File: config.mk
export PLATFORM = sky130hd
export DESIGN_NAME = kmst_ram
export DESIGN_NICKNAME = d
export VERILOG_FILES = /design/src/design/kmst_ram.sv
export SDC_FILE = /design/constraint.sdc
export NUM_CORES = 1
export LEC_CHECK = 0
export BUFFER_PORTS_ARGS = -buffer_cell sky130_fd_sc_hd__buf_2
export CORE_MARGIN = 2
export CORE_UTILIZATION = 55
export CTS_CLUSTER_SIZE = 12
export DETAILED_ROUTE_END_ITERATION = 16
export GPL_TIMING_DRIVEN = 0
export PLACE_DENSITY = 0.79
export SYNTH_ARGS = -nofsm -noshare
export SYNTH_HDL_FRONTEND = slang
export SYNTH_SLANG_ARGS = --single-unit
File: constraint.sdc
create_clock -name clk -period 2.08 [get_ports clk]
set_input_delay 0 -clock clk [delete_from_list [all_inputs] [get_ports clk]]
set_output_delay 0 -clock clk [all_outputs]
set_load 0.1 [all_outputs]
File: src/design/kmst_ram.sv
// generic single-port synchronous ram, registered read
// no dependencies
module kmst_ram #(
	parameter int WIDTH = 8,
	parameter int DEPTH = 16
) (
	input  logic clk,
	input  logic we,
	input  logic [$clog2(DEPTH)-1:0] addr,
	input  logic [WIDTH-1:0] wdata,
	output logic [WIDTH-1:0] rdata
);
	logic [WIDTH-1:0] mem [DEPTH];

	always_ff @(posedge clk) begin
		if (we)
			mem[addr] <= wdata;
		rdata <= mem[addr];
	end
endmodule

# --- Yosys cells after proc, flatten, opt, wreduce, memory -nomap -nowiden ---
# Memories as Yosys holds them, arrays and structs flattened. A register that Yosys moved wholly into a read port is not among the register bits.
# Cells that the tools add are included.
classes:
  n_mux: 2
ops:
  columns: ["cell", "n"]
  rows:
  - ["$mux W1", 2]
word_totals:
  reg_bits: 0
  ram_bits: 128
  inputBits: 14
  out_inout_bits: 8
  n_memories: 1
memory_table:
  columns: ["name", "words", "word_bits", "read_ports", "rd_ports_with_merged_regs", "wr", "line", "text"]
  rows:
  - ["mem", 16, 8, 1, 1, 1, "13", "logic [WIDTH-1:0] mem [DEPTH];"]

# --- Longest topological paths before layout ---
logic_depth:
  depth_word: 2
  depth_mapped: 5
  ltp_nobuf: 3

# --- Worst setup path after synthesis ---
# Ideal clock, no wire load.
synth_timing:
  kind: "in2reg"
  from: "input addr[2]"
  to: "memory mem[0][0] (enable)"
  setup_time_ns: 0.383
  t_arrival_ns: 1.110
  required_time_ns: 1.697
  setup_slack_ns: 0.587
  cell_stages: 2
  path_cell_list: "or3b_2 -> nor3_1"
synth_rtl:
  columns: ["element", "line", "text"]
  rows:
  - ["start: declaration", "9", "input logic [$clog2(DEPTH)-1:0] addr,"]
  - ["end: declaration", "13", null]
# Straight into the memory's write port.

# --- Worst setup path after layout ---
layout_timing:
  from: "input addr[2]"
  to: "memory mem[0][1] (enable)"
# Straight into the memory's write port.

==> out/qor.txt <==
Most common cell in the synthesized netlist: edfxtp_1
CP max FO: 8
Pre-Repair DR Iteration Count: 4
Die area: 9997 µm²
DRC viols: 0
Critical path launch point type: primary input
CTS tree: built
Cells after Synth: 230
Root Buffer: clkbuf_8
Design area: 6022 µm²
Antenna violations before repair: 0
# diodes: 0
Buffer and inverter count on the worst path: 1
Nets: 290
Area grow syn2layout: 18.84%
Gpl congestion: 0.7643
Post-synthesis cell area: 5067 µm²
Status: finished, final reports clean
Tot Pwr: 6.723 mW
Skew-Pair Late Insertion Delay: 520 ps
Wire per inst: 25.23 µm
Area leader, netlist: edfxtp_1
Rows: 35
WHS Path Cells: 4
Maximum VDD drop: 614.6 µV
RSZ-0062 raised after global routing: no
Worst slew margin relative to its limit: 7.320%
Post-DP HPWL: 5977 µm
Slowest stage delay, CP: 1060 ps
CORE AREA: 9109 µm²
Synthesized area per cell: 22.03 µm²
First-pass GRT wire length: 14770 µm
Pins Over Slew Limit: 0
# setup viols final: 0
Final WL: 10090 µm
Area contributors post-synth: edfxtp_1 76%, mux4_2 14%, dfxtp_1 3.2%, a22oi_1 2.4%, nor2_1 0.96%
Worst r2r path cells: 3
Synth Warn #: 0
Synthesized net count: 244
Slowest cell on crit path: nor3_1
Iteration-0 DRC Markers: 335
Fraction of layout instances using a drive strength above 1: 30.45%
TritonCTS Buffers: 17
Total track usage: 21.56%
Synth top area share: 75.85%
Reg-to-Reg End: rdata[0]$_DFF_P_
CP Data Arrival Time: 1750 ps
Worst Setup End Kind: flop
Die H: 99.99 µm
FF-to-FF setup slack: 720 ps
Slew @ Worst Pin: 1380 ps
Routed vias: 2505
Starting Density: 55.63%
Hold Path End: rdata[0]$_DFF_P_
Post-synth EDFFs: 128
Req. time, crit path: 2210 ps
Most used DFF post-synth: edfxtp_1
Critical R2R Launch: mem[8][0]$_DFFE_PP_
Placed instance area: 5301 µm²
Top cells by count, synth: 128 x edfxtp_1, 32 x mux4_2, 16 x a22oi_1, 13 x nor2_1, 9 x nand2_1
Crit path depth: 3
Top delay family on crit path: simple AND/OR/NAND/NOR gates
F_max: 618.9 MHz
Die width: 99.99 µm
Leakage power: 1.980 nW
Detail Route Antenna Nets: 0
Num ports: 22
Clk sinks: 136
Overflow left after global routing: 0
Pwr Density: 1116 nW/µm²
Post-synthesis async set-or-reset flop share: 0%
Clock buffer depth: 2
Final Cycle Share: 77.68%
Hold WS: 59.62 ps
Hold crit path type: in -> reg
CP Cell Sequence: buf_2 -> or3b_2 -> nor3_1
Clock transition at path regs: 60 ps
HP Start: addr[0]
Final hold violations: 0
Period minus WS final: 1616 ps
Sequential fraction of the synthesis area: 79.01%
Skew final: 7.692 ps
#FFs+latches synth: 136
Max Cap Viol: 0
Vias in the first global route: 2480
Buffers on Ports: 19
CTS H-tree lvls: 4
Largest net degree at the start of global routing: 17
Via/cell ratio: 6.263
Unique masters post-synth: 18
Setup CP Type: in -> reg
[metal layers]
metal	part of all wire (%)	global-route usage [%]
met4	1.9	7.482
met3	5.8	5.292
met1	42	29.61
met5	0	0
met2	51	34.51
[logic make-up (layout without fill, tap and decap cells)]
group                  count (synthesis)  count (layout)  synth area share [%]
flip-flops                           136             136                 79.01
AND/OR/NAND/NOR                       35              35                 3.210
multiplexers                          32              32                 14.22
AO/OA/AOI/OAI                         16              16                 2.370
buffers and inverters                 11              70                 1.185
[where the power goes]
group / switching, mW / internal [mW] / leakage [nW]
combinational: 0.306 / 0.126 / 0.450
clock: 1.13 / 2.08 / 0.306
sequential: 0.0162 / 3.06 / 1.22
[stage by stage]
step           instances  setup WS, ps  TNS [ps]  utilization, %
6_report             400         464.2         0           66.11
5_1_grt              400         415.6         0           66.11
4_1_cts              400         497.2         0           66.11
3_5_place_dp         360        -54.48    -432.3           58.20
3_3_place_gp         360         7.982         0           58.20
2_1_floorplan        230         587.0         0               -
[final cells by class]
class / count / area (µm²)
Timing Repair Buffer: 27 / 175.2
Clock buffer: 18 / 417.9
Buffer: 11 / 60.06
Clock inverter: 14 / 222.7
Multi-Input combinational cell: 83 / 1003
Fill cell: 568 / 3087
Sequential cell: 136 / 4004
Tap cell: 111 / 138.9
[sequential cells by signal (all words and copies together) (netlist names)]
signal,count
mem,128
rdata,8
[cell usage in the layout (no fill, tap or decap), drive strengths merged, types with 4 or more instances in the layout]
master,n
edfxtp,128
mux4,32
buf,27
clkbuf,21
a22oi,16
nor2,13
nand2,9
dlygate4sd3,8
dfxtp,8
bufinv,5
clkinv,5
nor3,4
[worst max-delay path by stage]
stage | end | slack (ps) | startpoint
detailed placement | mem[0][7]$_DFFE_PP_ | -50 | addr[2]
global route | mem[0][6]$_DFFE_PP_ | 420 | addr[2]
floorplan | mem[0][0]$_DFFE_PP_ | 590 | addr[2]
global placement | mem[0][3]$_DFFE_PP_ | 8 | addr[2]
finish | mem[0][1]$_DFFE_PP_ | 460 | addr[2]
CTS | mem[0][6]$_DFFE_PP_ | 500 | addr[2]
[worst reg2reg max path, delay by kind of cell (launching register included)]
kind	cells	cell delay [ps]
AND/OR/NAND/NOR	1	70
multiplexers	1	490
flip-flops	1	400
AO/OA/AOI/OAI	1	280
[what timing repair did]
item                                   CTS  global route
endpoints found under the hold margin  128             0
resized for setup                        0             0
buffers inserted                         0             0
hold buffers                             8             0
(Power assumes the default switching activity.)
